### src/rtl/alte_pkg.sv
// ----------------------------------------------------------------------------
// Array list table engine package
// Shared constants, command codes and controller/datapath types.
// ----------------------------------------------------------------------------
package alte_pkg;

   localparam int LIST_DEPTH = 1024;

   localparam int OP_W   = 4;
   localparam int POS_W  = 11;
   localparam int VAL_W  = 32;
   localparam int ST_W   = 3;
   localparam int FIDX_W = 10;
   localparam int CNT_W  = 11;

   localparam logic [OP_W-1:0] OP_INS_FRONT = 4'd0;
   localparam logic [OP_W-1:0] OP_INS_END   = 4'd1;
   localparam logic [OP_W-1:0] OP_INS_IDX   = 4'd2;
   localparam logic [OP_W-1:0] OP_DEL_FRONT = 4'd3;
   localparam logic [OP_W-1:0] OP_DEL_END   = 4'd4;
   localparam logic [OP_W-1:0] OP_DEL_IDX   = 4'd5;
   localparam logic [OP_W-1:0] OP_CLEAR     = 4'd6;
   localparam logic [OP_W-1:0] OP_LIN_SRCH  = 4'd7;
   localparam logic [OP_W-1:0] OP_BIN_SRCH  = 4'd8;
   localparam logic [OP_W-1:0] OP_CHECK     = 4'd9;
   localparam logic [OP_W-1:0] OP_SORT      = 4'd10;
   localparam logic [OP_W-1:0] OP_READ      = 4'd11;

   localparam logic [ST_W-1:0] ST_OK         = 3'd0;
   localparam logic [ST_W-1:0] ST_FULL       = 3'd1;
   localparam logic [ST_W-1:0] ST_EMPTY      = 3'd2;
   localparam logic [ST_W-1:0] ST_BAD_INDEX  = 3'd3;
   localparam logic [ST_W-1:0] ST_NOT_SORTED = 3'd4;
   localparam logic [ST_W-1:0] ST_NOT_FOUND  = 3'd5;
   localparam logic [ST_W-1:0] ST_SORTED     = 3'd6;

   typedef enum logic [2:0] {
      PTR_HOLD, PTR_ZERO, PTR_LAST, PTR_POS_P1, PTR_INC, PTR_DEC
   } ptr_op_type;

   typedef enum logic [1:0] {RA_PTR, RA_MID, RA_POS} ra_sel_type;
   typedef enum logic [1:0] {WA_UP, WA_DOWN, WA_POS, WA_D1} wa_sel_type;
   typedef enum logic [1:0] {WD_VAL, WD_RDATA, WD_CARRY, WD_MIN} wd_sel_type;
   typedef enum logic [1:0] {CNT_HOLD, CNT_INC, CNT_DEC, CNT_CLEAR} cnt_op_type;
   typedef enum logic [1:0] {SRT_HOLD, SRT_SET, SRT_SCAN} srt_op_type;

   typedef struct packed {
      logic            latch;
      ptr_op_type      ptr_op;
      logic            rd_en;
      ra_sel_type      ra_sel;
      logic            wr_en;
      wa_sel_type      wa_sel;
      wd_sel_type      wd_sel;
      cnt_op_type      cnt_op;
      logic            bs_init;
      logic            bs_step;
      logic            swap_clr;
      logic            scan_step;
      logic            bub_step;
      srt_op_type      srt_op;
      logic            set_status;
      logic [ST_W-1:0] status;
      logic            found_load;
      logic            rdv_load;
      logic            out_load;
   } dp_cmd_type;

   typedef struct packed {
      logic [OP_W-1:0] op;
      logic            rv;
      logic            cnt_zero;
      logic            cnt_le1;
      logic            cnt_full;
      logic            pos_gt_cnt;
      logic            pos_ge_cnt;
      logic            pos_eq_cnt;
      logic            pos_eq_last;
      logic            ptr_eq_pos;
      logic            ptr_eq_last;
      logic            ptr_lt_cnt;
      logic            d1_zero;
      logic            d1_eq_last;
      logic            rd_eq_key;
      logic            bs_done;
      logic            sorted;
      logic            swap;
      logic            out_busy;
   } dp_sts_type;

endpackage

### src/rtl/alte_ctrl.sv
// ----------------------------------------------------------------------------
// Array list table engine controller
// Sequences each command as a walk over the list store.
// ----------------------------------------------------------------------------
module alte_ctrl (
   input  logic                  clock,
   input  logic                  reset,
   input  logic                  req_valid,
   output logic                  req_ready,
   input  alte_pkg::dp_sts_type  sts,
   output alte_pkg::dp_cmd_type  cmd
);
   import alte_pkg::*;

   typedef enum logic [4:0] {
      S_IDLE, S_DECODE, S_UP_RD, S_UP_FLUSH, S_PUT, S_DN_RD, S_DN_FLUSH,
      S_SCAN_INIT, S_SCAN, S_SCAN_END, S_LIN_RD, S_BIN_RD, S_BIN_CMP,
      S_SORT_INIT, S_SORT_RD, S_SORT_FLUSH, S_READ_WAIT, S_DONE
   } state_type;

   state_type state_ff, state_in;

   always_ff @(posedge clock) begin
      if (reset) begin
         state_ff <= S_IDLE;
      end else begin
         state_ff <= state_in;
      end
   end

   assign req_ready = (state_ff == S_IDLE);

   always_comb begin
      cmd = '0;
      cmd.ptr_op = PTR_HOLD;
      cmd.ra_sel = RA_PTR;
      cmd.wa_sel = WA_UP;
      cmd.wd_sel = WD_RDATA;
      cmd.cnt_op = CNT_HOLD;
      cmd.srt_op = SRT_HOLD;
      cmd.status = ST_OK;
      state_in   = state_ff;
      case (state_ff)
         S_IDLE: begin
            if (req_valid) begin
               cmd.latch = 1'b1;
               state_in  = S_DECODE;
            end
         end
         S_DECODE: begin
            state_in = S_DONE;
            case (sts.op)
               OP_INS_FRONT, OP_INS_END, OP_INS_IDX: begin
                  if (sts.cnt_full) begin
                     cmd.set_status = 1'b1;
                     cmd.status     = ST_FULL;
                  end else if (sts.pos_gt_cnt) begin
                     cmd.set_status = 1'b1;
                     cmd.status     = ST_BAD_INDEX;
                  end else if (sts.pos_eq_cnt) begin
                     state_in = S_PUT;
                  end else begin
                     cmd.ptr_op = PTR_LAST;
                     state_in   = S_UP_RD;
                  end
               end
               OP_DEL_FRONT, OP_DEL_IDX: begin
                  if (sts.cnt_zero) begin
                     cmd.set_status = 1'b1;
                     cmd.status     = ST_EMPTY;
                  end else if (sts.pos_ge_cnt) begin
                     cmd.set_status = 1'b1;
                     cmd.status     = ST_BAD_INDEX;
                  end else if (sts.pos_eq_last) begin
                     cmd.cnt_op = CNT_DEC;
                     state_in   = S_SCAN_INIT;
                  end else begin
                     cmd.ptr_op = PTR_POS_P1;
                     state_in   = S_DN_RD;
                  end
               end
               OP_DEL_END: begin
                  if (sts.cnt_zero) begin
                     cmd.set_status = 1'b1;
                     cmd.status     = ST_EMPTY;
                  end else begin
                     cmd.cnt_op = CNT_DEC;
                     state_in   = S_SCAN_INIT;
                  end
               end
               OP_CLEAR: begin
                  if (sts.cnt_zero) begin
                     cmd.set_status = 1'b1;
                     cmd.status     = ST_EMPTY;
                  end else begin
                     cmd.cnt_op = CNT_CLEAR;
                     cmd.srt_op = SRT_SET;
                  end
               end
               OP_LIN_SRCH: begin
                  if (sts.cnt_zero) begin
                     cmd.set_status = 1'b1;
                     cmd.status     = ST_EMPTY;
                  end else begin
                     cmd.ptr_op = PTR_ZERO;
                     state_in   = S_LIN_RD;
                  end
               end
               OP_BIN_SRCH: begin
                  if (sts.cnt_zero) begin
                     cmd.set_status = 1'b1;
                     cmd.status     = ST_EMPTY;
                  end else if (!sts.sorted) begin
                     cmd.set_status = 1'b1;
                     cmd.status     = ST_NOT_SORTED;
                  end else begin
                     cmd.bs_init = 1'b1;
                     state_in    = S_BIN_RD;
                  end
               end
               OP_SORT: begin
                  if (sts.cnt_zero) begin
                     cmd.set_status = 1'b1;
                     cmd.status     = ST_EMPTY;
                  end else if (sts.sorted) begin
                     cmd.set_status = 1'b1;
                     cmd.status     = ST_SORTED;
                  end else begin
                     state_in = S_SORT_INIT;
                  end
               end
               OP_READ: begin
                  if (sts.cnt_zero) begin
                     cmd.set_status = 1'b1;
                     cmd.status     = ST_EMPTY;
                  end else if (sts.pos_ge_cnt) begin
                     cmd.set_status = 1'b1;
                     cmd.status     = ST_BAD_INDEX;
                  end else begin
                     cmd.rd_en  = 1'b1;
                     cmd.ra_sel = RA_POS;
                     state_in   = S_READ_WAIT;
                  end
               end
               default: begin
                  state_in = S_DONE;
               end
            endcase
         end
         S_UP_RD: begin
            cmd.rd_en  = 1'b1;
            cmd.wr_en  = sts.rv;
            cmd.wa_sel = WA_UP;
            if (sts.ptr_eq_pos) begin
               state_in = S_UP_FLUSH;
            end else begin
               cmd.ptr_op = PTR_DEC;
            end
         end
         S_UP_FLUSH: begin
            cmd.wr_en  = 1'b1;
            cmd.wa_sel = WA_UP;
            state_in   = S_PUT;
         end
         S_PUT: begin
            cmd.wr_en  = 1'b1;
            cmd.wa_sel = WA_POS;
            cmd.wd_sel = WD_VAL;
            cmd.cnt_op = CNT_INC;
            state_in   = S_SCAN_INIT;
         end
         S_DN_RD: begin
            cmd.rd_en  = 1'b1;
            cmd.wr_en  = sts.rv;
            cmd.wa_sel = WA_DOWN;
            if (sts.ptr_eq_last) begin
               state_in = S_DN_FLUSH;
            end else begin
               cmd.ptr_op = PTR_INC;
            end
         end
         S_DN_FLUSH: begin
            cmd.wr_en  = 1'b1;
            cmd.wa_sel = WA_DOWN;
            cmd.cnt_op = CNT_DEC;
            state_in   = S_SCAN_INIT;
         end
         S_SCAN_INIT: begin
            cmd.ptr_op   = PTR_ZERO;
            cmd.swap_clr = 1'b1;
            if (sts.cnt_le1) begin
               cmd.srt_op = SRT_SET;
               state_in   = S_DONE;
            end else begin
               state_in = S_SCAN;
            end
         end
         S_SCAN: begin
            cmd.rd_en     = sts.ptr_lt_cnt;
            cmd.ptr_op    = sts.ptr_lt_cnt ? PTR_INC : PTR_HOLD;
            cmd.scan_step = 1'b1;
            if (sts.rv && sts.d1_eq_last) begin
               state_in = S_SCAN_END;
            end
         end
         S_SCAN_END: begin
            cmd.srt_op = SRT_SCAN;
            state_in   = S_DONE;
         end
         S_LIN_RD: begin
            cmd.rd_en  = sts.ptr_lt_cnt;
            cmd.ptr_op = sts.ptr_lt_cnt ? PTR_INC : PTR_HOLD;
            if (sts.rv && sts.rd_eq_key) begin
               cmd.found_load = 1'b1;
               state_in       = S_DONE;
            end else if (sts.rv && sts.d1_eq_last) begin
               cmd.set_status = 1'b1;
               cmd.status     = ST_NOT_FOUND;
               state_in       = S_DONE;
            end
         end
         S_BIN_RD: begin
            if (sts.bs_done) begin
               cmd.set_status = 1'b1;
               cmd.status     = ST_NOT_FOUND;
               state_in       = S_DONE;
            end else begin
               cmd.rd_en  = 1'b1;
               cmd.ra_sel = RA_MID;
               state_in   = S_BIN_CMP;
            end
         end
         S_BIN_CMP: begin
            if (sts.rd_eq_key) begin
               cmd.found_load = 1'b1;
               state_in       = S_DONE;
            end else begin
               cmd.bs_step = 1'b1;
               state_in    = S_BIN_RD;
            end
         end
         S_SORT_INIT: begin
            cmd.ptr_op   = PTR_ZERO;
            cmd.swap_clr = 1'b1;
            state_in     = S_SORT_RD;
         end
         S_SORT_RD: begin
            cmd.rd_en    = sts.ptr_lt_cnt;
            cmd.ptr_op   = sts.ptr_lt_cnt ? PTR_INC : PTR_HOLD;
            cmd.bub_step = 1'b1;
            cmd.wr_en    = sts.rv && !sts.d1_zero;
            cmd.wa_sel   = WA_DOWN;
            cmd.wd_sel   = WD_MIN;
            if (sts.rv && sts.d1_eq_last) begin
               state_in = S_SORT_FLUSH;
            end
         end
         S_SORT_FLUSH: begin
            cmd.wr_en  = 1'b1;
            cmd.wa_sel = WA_D1;
            cmd.wd_sel = WD_CARRY;
            if (sts.swap) begin
               state_in = S_SORT_INIT;
            end else begin
               cmd.srt_op = SRT_SET;
               state_in   = S_DONE;
            end
         end
         S_READ_WAIT: begin
            cmd.rdv_load = 1'b1;
            state_in     = S_DONE;
         end
         S_DONE: begin
            if (!sts.out_busy) begin
               cmd.out_load = 1'b1;
               state_in     = S_IDLE;
            end
         end
         default: begin
            state_in = S_IDLE;
         end
      endcase
   end

endmodule

### config.mk
export PLATFORM = sky130hd
export DESIGN_NAME = alte_ctrl
export DESIGN_NICKNAME = d
export VERILOG_FILES = /design/src/rtl/alte_pkg.sv /design/src/rtl/alte_ctrl.sv
export SDC_FILE = /design/constraint.sdc
export NUM_CORES = 1
export LEC_CHECK = 0
export BUFFER_PORTS_ARGS = -buffer_cell sky130_fd_sc_hd__buf_2
export CAP_MARGIN = 10
export CELL_PAD_IN_SITES_DETAIL_PLACEMENT = 0
export CELL_PAD_IN_SITES_GLOBAL_PLACEMENT = 1
export CORE_MARGIN = 8
export CORE_UTILIZATION = 30
export CTS_CLUSTER_SIZE = 28
export DETAILED_ROUTE_END_ITERATION = 10
export PLACE_DENSITY_LB_ADDON = 0.1
export SLEW_MARGIN = 20
export SYNTH_ARGS = -nofsm -noshare
export SYNTH_HDL_FRONTEND = slang
export SYNTH_SLANG_ARGS = --single-unit
### constraint.sdc
create_clock -name clock -period 1.48 [get_ports clock]
set_input_delay 0.148 -clock clock [delete_from_list [all_inputs] [get_ports clock]]
set_output_delay 0.148 -clock clock [all_outputs]
set_load 0.005 [all_outputs]
[After elaboration in Yosys (flattened, before gate mapping)]
Index checks and enable logic that the tools add are counted.
Storage, ports and cells
  bits in registers: 5
  latch bits: 0
  memory bits (writable): 0
  ROM bits: 0
  input port bits: 25
  output and inout port bits: 29
  word-level logic and storage cells: 142
  memories kept: 0
Operators by class
  add/sub/neg operators: 0
  multiply operators: 0
  divide/modulo/power cells: 0
  magnitude comparators: 0
  equality and inequality tests: 34
  shift operators: 0
  multiplexer cells: 91
  bitwise operators: 0
  reductions and logical operators: 16
Operator list (count)
  two-way mux 5 bit: 23
  case mux 5 bit (16 select lines): 1
  two-way mux 4 bit: 12
  equality test 5 x 4 -> 1 bit, second input constant: 8
  case mux 5 bit (7 select lines): 1
  two-way mux 2 bit: 13
  two-way mux 3 bit: 8
  two-way mux 1 bit: 21
  case mux 3 bit (7 select lines): 1
  equality test 5 x 3 -> 1 bit, second input constant: 4
  case mux 4 bit (5 select lines): 1
  case mux 2 bit (3 select lines): 3
  equality test 4 x 3 -> 1 bit, second input constant: 4
  case mux 3 bit (5 select lines): 1
  equality test 4 bit, second input constant: 3
  inequality test 2 bit, second input constant: 6
  case mux 4 bit (3 select lines): 1
  OR reduction 3 bit: 4
  equality test 5 x 2 -> 1 bit, second input constant: 2
  equality test 5 bit, second input constant: 2
  OR reduction 2 bit: 5
  case mux 3 bit (3 select lines): 1
  equality test 4 x 2 -> 1 bit, second input constant: 2
  case mux 2 bit (4 select lines): 1
  other kinds (11): 13

[Logic depth before layout (Yosys ltp)]
Gate-level depths: netlist (run 1).
  word-level depth: 5
  mapped depth: 7
  gate-level depth less buffers: 5

[Worst setup path before layout (run 1)]
OpenSTA, ideal clock, no wires.
  path type: reg2out
  start point: reg state_ff[4]
  end point: out cmd[25] in the netlist's numbering
  data arrival time: 1.464 ns
  data required time: 1.332 ns
  slack: -0.132 ns
  stages on the path, launching flop included: 6
  buffers on the path: 1
  cell sequence: dfxtp_1 > buf_6 > or3_4 > or2_1 > a211oi_1 > and2_1
RTL lines
  start: declaration: line alte_ctrl.sv:21  | state_type state_ff, state_in;
  start signal: assignment: line alte_ctrl.sv:27  | state_ff <= state_in;
  end: declaration: line alte_ctrl.sv:11  | output alte_pkg::dp_cmd_type cmd

==> flow_summary.toml, run 1 <==
[placement]
portBuffers = 53
place_inst = 378
routabilityCongestion = 0.9148
dp.final_hpwl_um = 4967

[grt]
antenna_found_initial = 0
grt.busiest_layer = "met2"
use_met2 = 0.3099
grt_util_met1 = 0.2622
grt_pass1_wl_um = 11760
track_usage = 0.1934
overflow = 0
grt_start_max_net_pins = 14
grt_pass1_vias = 2361
grt.met3_usage = 0.03285

[drt]
routed_wl_um = 7179
post_drt_wl_per_cell_um = 17.81
drcViolationCount = 0
drtIter0Drc = 124
dr.pass1.iters = 4
final_antenna_net_count = 0
via_per_inst = 5.459
vias = 2200

[timing]
layout_setup_ws_ns = -0.4534
tightest_slew_ns = 0.6205
skew_ns = 0.0007800
finalHoldViolations = 0
setup_viol = 34
slew_headroom = 0.5756
period_share = 1.306
slew_violations = 0
grt_setup_unrepaired = "yes"
max_freq_mhz = 517.2
post-route-min-period_ns = 1.933

[worst_hold_path]
hp-start = "reset"
hold_depth = 2
hold_path_end = "state_ff[3]"
hp-class = "in2reg"

[clock_tree]
worstSkewPairLatency_ns = 0.22
cts.sinks = 5
clk_pin_slew_ns = 0.04
clock_path_buffers = 2
cts_root_buf = "clkbuf_8"
htreeDepth = 1
cts_buffers = 3
cts_tree = "done"

[run_status]
run_status = "complete, but fails checks"
violations = "setup timing"

[floorplan]
ios = 54
dieHeight_um = 84.13
rows = 24
die_w_um = 84.13
start_util = 0.3155
fp.dieArea_um2 = 7078
core_area_um2 = 4414

[synthesis]
synth_seq_cells = 5
synthTopCellsByArea = "dfxtp_1 (7.2%), nand2b_1 (5.8%), o21ai_0 (5.8%)"
synth_area_per_cell_um2 = 6.538
seq_area_frac_synth = 0.07188
synth_top_area_share = 0.07188
syn_area_um2 = 1393
synth_fp_nets = 238
synth_edf_count = 0
ys_async_sr_fraction = 0
synthFlopType = "dfxtp_1"
synthDistinctLibCells = 60
yosys_warnings = 0
synthCells = 213
yosysTopAreaCell = "dfxtp_1"
synth_commonest_cells = "nand2_1 (19), nor2_1 (17), o21ai_0 (16)"
synth_most_common_cell = "nand2_1"

[power_and_ir_drop]
power_mw = 2.036
vdd_drop_max_uv = 334.5
power-per-cell-area_nw_per_um2 = 703.2
p_leak_nw = 1.328

[final_layout]
finalNetCount = 377
n_antenna_cell = 0
fillers = 381
syn_to_final_growth_pct = 107.9
largest-register = "state_ff"
largest_reg_flops = 5
instances_no_fill = 403
largest_registers = "state_ff (5)"
drive_gt1_frac = 0.6268

[setup_path]
start_kind = "register"
required_ns = 1.33
critPathMaxFanout = 3
crit_family = "simple AND/OR/NAND/NOR gates"
critPathBufInv = 2
cp.arrival_ns = 1.79
crit_path_cell_trace = "or3_4 -> nor2_8 -> buf_6 -> nand2_4 -> o41ai_4 -> buf_2"
slowest_delay_ns = 0.43
worst_setup_path_end_kind = "primary output"
r2r-end = "state_ff[4]"
worst-setup-path-type = "reg2out"
worst-path-stages = 6
rrSetupSlack_ns = -0.39
r2r_start = "state_ff[4]"
worstRegToRegCells = 9
worst_path_max_delay_cell = "or3_4"

[job]
maxCapViolCount = 0
[cell type report]
type / count / area, µm² / area share
inverter: 8 / 30.03 / 0.01037
multi-input combinational: 184 / 1504 / 0.5194
timing repair buffer: 150 / 1137 / 0.3928
clock buffer: 4 / 45.04 / 0.01556
tap: 52 / 65.06 / 0.02247
sequential: 5 / 113.9 / 0.03933
[timing repair]
item / CTS / global route
gates resized for setup: 90 / 20
cloned: 1 / 0
hold buffers: 0 / 0
buffers inserted: 16 / 4
pin swaps: 25 / 16
endpoints found under the setup margin: 34 / 34
[cells in the final DEF, fill, tap and decap left out, types with 3 or more instances in the layout]
cell type  Yosys  final
a21oi_1        8      4
o21ai_0       16     10
nor3_1        10      5
o22ai_1        4      4
o21ai_2        0      3
nand2b_1      13      9
nand3b_1       4      4
buf_6          1     33
nand4b_1       3      3
o211ai_1       3      3
nand3_1        5      4
o21ai_1        1      4
nand2_1       19     14
nor3_2         0      4
nand2b_4       0      4
buf_4          0     66
nor2_2         0      3
buf_2         11     50
a31oi_1        3      3
dfxtp_4        0      3
nor2b_1        9      6
a221oi_2       1      3
nand2_4        0      3
or2_4          1      4
a32oi_1        4      4
inv_1          8      8
a21oi_2        0      4
xor2_1         4      4
nor2_1        17     13
or2_2          5      3
clkbuf_8       0      3
[power by group]
group | switching [mW] | total, mW | internal (mW)
Combinational | 0.735 | 1.57 | 0.837
Clock | 0.0759 | 0.262 | 0.186
Sequential | 0.0425 | 0.203 | 0.160
[through the flow]
| step | area (µm²) | util | setup TNS (ns) | worst slack [ns] | hold slack (ns) |
|---|---|---|---|---|---|
| finish | 2895 | 0.6559 | -8.211 | -0.4534 | 0.1745 |
| global route | 2895 | 0.6559 | -9.810 | -0.4937 | 0.1894 |
| CTS | 2770 | 0.6276 | -7.121 | -0.4164 | 0.1818 |
| detailed placement | 2231 | 0.5054 | -3.356 | -0.2789 | 0.3913 |
| global placement | 2231 | 0.5054 | -2.821 | -0.2208 | 0.3984 |
| floorplan | 1416 | - | -0.3695 | -0.08232 | 0.2142 |
[worst max-delay path by stage]
| stage | slack (ns) | endpoint | from |
|---|---|---|---|
| after global routing | -0.49 | cmd[24] | state_ff[1] |
| after detailed placement | -0.28 | state_ff[4] | state_ff[3] |
| after CTS | -0.42 | cmd[25] | state_ff[4] |
| final | -0.45 | cmd[5] | state_ff[4] |
| after global placement | -0.22 | state_ff[0] | state_ff[3] |
| after floorplan | -0.08 | state_ff[1] | state_ff[0] |
[per-layer routing]
metal  vias up  part of all wire
met5         -                 0
met4         0             0.014
met3        11             0.042
met2        76              0.47
met1      1031              0.48
li1       1082                 -
[kinds of logic (layout without fill, tap and decap cells)]
group / count (synthesis) / in the layout / share of synthesized area
and+or+nand+nor: 110 / 110 / 0.4645
muxes: 2 / 2 / 0.01438
buffers and inverters: 24 / 162 / 0.07996
xor gates and xnor gates: 5 / 5 / 0.03145
DFF: 5 / 5 / 0.07188
AOI/OAI and AO/OA: 67 / 67 / 0.3378
No activity file was read; power rests on OpenSTA's default activity.
==> run 2: changes to the inputs <==
--- a/config.mk
+++ b/config.mk
@@ -13,7 +13,7 @@
 export CORE_UTILIZATION = 30
 export CTS_CLUSTER_SIZE = 28
 export DETAILED_ROUTE_END_ITERATION = 10
-export PLACE_DENSITY_LB_ADDON = 0.1
+export PLACE_DENSITY = 0.76
 export SLEW_MARGIN = 20
 export SYNTH_ARGS = -nofsm -noshare
 export SYNTH_HDL_FRONTEND = slang
==> run 2 against run 1 <==
Effect of this change: the flow still finishes with violations (setup timing); flip-flop and latch count unchanged; die area unchanged; count of clock-buffer cells in the layout unchanged; via count increased by 5.4%; highest routed layer unchanged; critical path depth decreased by 1; worst hold slack improved by 0.0080 ns; power increased by 6.1%; critical path type unchanged.
==> flow_summary.toml, run 2 (synthesis gave the netlist of run 1 again) <==
[floorplan]
rows = 24
dieHeight_um = 84.13
fp.dieArea_um2 = 7078
core_area_um2 = 4414
ios = 54
start_util = 0.3155
die_w_um = 84.13

[timing]
grt_setup_unrepaired = "yes"
tightest_slew_ns = 0.4688
finalHoldViolations = 0
setup_viol = 31
max_freq_mhz = 536.5
period_share = 1.259
skew_ns = 0.001871
post-route-min-period_ns = 1.864
slew_violations = 0
fin_tns_setup_ns = -6.673
layout_setup_ws_ns = -0.3839
slew_headroom = 0.6863

[clock_tree]
cts_buffers = 3
cts.sinks = 5
worstSkewPairLatency_ns = 0.23
clock_path_buffers = 2
htreeDepth = 1
cts_tree = "done"
cts_root_buf = "clkbuf_8"
clk_pin_slew_ns = 0.04

[grt]
grt_start_max_net_pins = 13
grt_pass1_vias = 2199
grt_pass1_wl_um = 10830
overflow = 0
track_usage = 0.1790
antenna_found_initial = 0

[final_layout]
n_antenna_cell = 0
layout_commonest_cell = "buf_4"
finalNetCount = 377
fillers = 350
postLayoutCoreUtil = 0.6695
final_cell_mix = "buf_4 (63), buf_2 (52), buf_6 (33)"
seqCellArea_um2 = 116.4
multi_input_area_um2 = 1559
syn_to_final_growth_pct = 112.2
largest-register = "state_ff"
largest_reg_flops = 5
largest_registers = "state_ff (5)"
drive_gt1_frac = 0.6410

[setup_path]
worst-setup-path-type = "reg2out"
worst_setup_path_end_kind = "primary output"
critPathMaxFanout = 6
start_kind = "register"
cp.arrival_ns = 1.72
required_ns = 1.33
r2r_start = "state_ff[2]"
crit_start = "state_ff[4]"

[placement]
portBuffers = 53
dp.final_hpwl_um = 4911
routabilityCongestion = 0.9214

[power_and_ir_drop]
p_leak_nw = 1.334
power-per-cell-area_nw_per_um2 = 730.8
vdd_drop_max_uv = 444.4
power_mw = 2.160

[drt]
drcViolationCount = 0
via_per_inst = 5.752
vias = 2318
drtIter0Drc = 194
routed_wl_um = 7474
post_drt_wl_per_cell_um = 18.55
final_antenna_net_count = 0
dr.pass1.iters = 5

[run_status]
violations = "setup timing"
run_status = "complete, but fails checks"

[worst_hold_path]
hp-class = "in2reg"
hp-start = "reset"

[job]
maxCapViolCount = 0
run 2: worst max-delay path, cell delays in order (launching register included):
cell	delay [ns]
dfxtp_4	0.36
or3_4	0.41
or2_4	0.27
a211oi_4	0.19
and2_1	0.15
buf_2	0.11
run 2: area by class of cell:
class | count | share of cell area
multi-input combinational | 184 | 0.5275
tap | 52 | 0.02202
clock buffer | 4 | 0.01524
sequential | 5 | 0.03937
inverter | 8 | 0.01016
timing repair buffer | 150 | 0.3857
run 2: layer usage:
metal / track usage / vias up / share of wire
met4: 0.02826 / 0 / 0.027
met5: 0 / - / 0
met3: 0.03865 / 19 / 0.075
li1: - / 1080 / -
met1: 0.2385 / 1097 / 0.43
met2: 0.2904 / 122 / 0.47
run 2: path summary, 6_finish.rpt:
kind              slack, ns  depth (start not counted)          end
setup reg to reg      -0.36                          7  state_ff[1]
setup / recovery      -0.38                          5      cmd[25]
hold reg to reg        0.69                          3  state_ff[1]
hold / removal         0.18                          2  state_ff[3]
run 2: timing repair:
item                                    in CTS  in global routing
resized for setup                           72                 54
pin swaps                                   22                 24
endpoints found under the setup margin      33                 34
hold buffers                                 0                  0
buffers inserted                            14                 16
run 2: power by group:
group          leakage [nW]  total, mW  switching [mW]  internal (mW)
clock                0.0228      0.273          0.0862          0.186
sequential           0.0441      0.204          0.0424          0.161
combinational          1.27       1.68           0.779          0.905
total                  1.33       2.16           0.907           1.25
run 2: stage by stage:
| stage | std cells | hold slack, ns | setup slack (ns) | cell area, µm² |
|---|---|---|---|---|
| detailed placement | 374 | 0.4071 | -0.2093 | 2213 |
| global route | 403 | 0.1849 | -0.4499 | 2955 |
| global placement | 374 | 0.4028 | -0.2335 | 2213 |
| floorplan | 213 | 0.2142 | -0.08232 | 1416 |
| CTS | 392 | 0.1642 | -0.3698 | 2641 |
| finish | 403 | 0.1825 | -0.3839 | 2955 |
==> run 3: changes to the inputs <==
==> constraint.sdc (replaced) <==
create_clock -name clock -period 1.48 [get_ports clock]
set_input_delay 0.074 -clock clock [delete_from_list [all_inputs] [get_ports clock]]
set_output_delay 0.074 -clock clock [all_outputs]
set_load 0.005 [all_outputs]
==> run 3 against run 2 <==
Effect of this change: the run still ends with setup timing left; setup slack gained 0.012 ns; register-to-register slack about the same; maximum frequency up 0.66%; clock power hardly changed; combinational power down 13%; via count down 3.3%; critical path type is now reg2reg; worst hold slack worse by 0.085 ns; count of clock-buffer cells in the layout unchanged; largest cell class unchanged; design area down 6.5%; largest power group unchanged; die area unchanged; flip-flop and latch count unchanged.
==> flow_summary.toml, run 3 (synthesis gave the netlist of run 1 again) <==
[timing]
max_freq_mhz = 540.1
grt_setup_unrepaired = "yes"
post-route-min-period_ns = 1.852
slew_headroom = 0.6544
skew_ns = 0.002876
setup_viol = 28
finalHoldViolations = 0
slew_violations = 0
tightest_slew_ns = 0.5183
layout_setup_ws_ns = -0.3716
period_share = 1.251

[final_layout]
final_cell_mix = "buf_2 (51), buf_4 (46), buf_6 (30)"
fin_area_um2 = 2764
largest_reg_flops = 5
largest_registers = "state_ff (5)"
finalNetCount = 357
n_antenna_cell = 0
largest-register = "state_ff"
drive_gt1_frac = 0.6073
layout_commonest_cell = "buf_2"
syn_to_final_growth_pct = 98.47
fillers = 371
postLayoutCoreUtil = 0.6261

[setup_path]
worst-setup-path-type = "reg2reg"
worst_path_max_delay_cell = "or4_1"
cp.arrival_ns = 1.98
worst_setup_path_end_kind = "register"
start_kind = "register"
slowest_delay_ns = 0.46
crit_path_cell_trace = "buf_4 -> or4_1 -> a21oi_2 -> nand4_1 -> a221oi_2"
required_ns = 1.61
critPathMaxFanout = 6

[floorplan]
ios = 54
core_area_um2 = 4414
rows = 24
fp.dieArea_um2 = 7078
start_util = 0.3155
die_w_um = 84.13
dieHeight_um = 84.13

[drt]
via_per_inst = 5.851
final_antenna_net_count = 0
drcViolationCount = 0
post_drt_wl_per_cell_um = 18.38
drtIter0Drc = 235
vias = 2241
dr.pass1.iters = 5
routed_wl_um = 7038

[clock_tree]
worstSkewPairLatency_ns = 0.23
cts_buffers = 3
cts.sinks = 5
clk_pin_slew_ns = 0.04
cts_hold_buf = 0
cts_tree = "done"
htreeDepth = 1
clock_path_buffers = 2
cts_root_buf = "clkbuf_8"

[power_and_ir_drop]
vdd_drop_max_uv = 376.0
p_leak_nw = 1.209
power_mw = 1.941
power-per-cell-area_nw_per_um2 = 702.2

[placement]
portBuffers = 53
routabilityCongestion = 0.8833
place_area_um2 = 2093
dp.final_hpwl_um = 4599
dp_slack_ns = -0.1652

[grt]
overflow = 0
antenna_found_initial = 0
track_usage = 0.1657
grt_pass1_vias = 1993
grt_start_max_net_pins = 17
grt_pass1_wl_um = 9998

[worst_hold_path]
hp-class = "in2reg"

[run_status]
violations = "setup timing"
run_status = "complete, but fails checks"

[job]
maxCapViolCount = 0
## run 3: changes by cell type in the layout (fill, tap and decap cells not counted), sizes merged
cell / delta
buf: -20
## run 3: cell type report
cell class | count | area, µm² | area share
multi-input combinational | 184 | 1521 | 0.5505
timing repair buffer | 130 | 988.4 | 0.3576
sequential | 5 | 113.9 | 0.04120
tap | 52 | 65.06 | 0.02354
clock buffer | 4 | 45.04 | 0.01630
inverter | 8 | 30.03 | 0.01086
## run 3: through the flow
stage,hold slack (ns),instances,setup TNS (ns)
after detailed placement,0.3235,360,-1.544
after global placement,0.3222,360,-1.512
after global routing,0.1031,383,-6.596
after CTS,0.08404,370,-4.730
final,0.09723,383,-5.464
after floorplan,0.1402,213,-0.2209
## run 3: final timing paths
path               start          end  slack (ns)  depth (start not counted)
min reg2reg  state_ff[1]  state_ff[1]        0.70                          3
max reg2reg  state_ff[2]  state_ff[1]       -0.37                          5
min                reset  state_ff[3]         0.1                          2
max          state_ff[2]  state_ff[1]       -0.37                          5
## run 3: power by group
| group | internal, mW | leakage (nW) | switching [mW] |
|---|---|---|---|
| logic | 0.740 | 1.14 | 0.732 |
| clock network | 0.187 | 0.0228 | 0.0887 |
| registers | 0.160 | 0.0438 | 0.0327 |
## run 3: what timing repair did
item / 4_1_cts / 5_1_grt
pin swaps: 17 / 24
setup buffers: 5 / 18
endpoints found under the setup margin: 29 / 33
gates resized for setup: 59 / 63
gates cloned: 1 / 0
## run 3: routing by layer
metal,track usage,vias up,part of all wire
li1,-,1043,-
met3,0.03671,22,0.059
met1,0.2244,1072,0.44
met4,0.02512,0,0.026
met5,0,-,0
met2,0.2639,104,0.48
## run 3: worst max-delay path, delay by kind of cell (launching register included)
| family | cells | cell delay [ns] |
|---|---|---|
| flops | 1 | 0.36 |
| compound gates | 2 | 0.55 |
| simple gates | 2 | 0.67 |
| buf+inv | 1 | 0.16 |
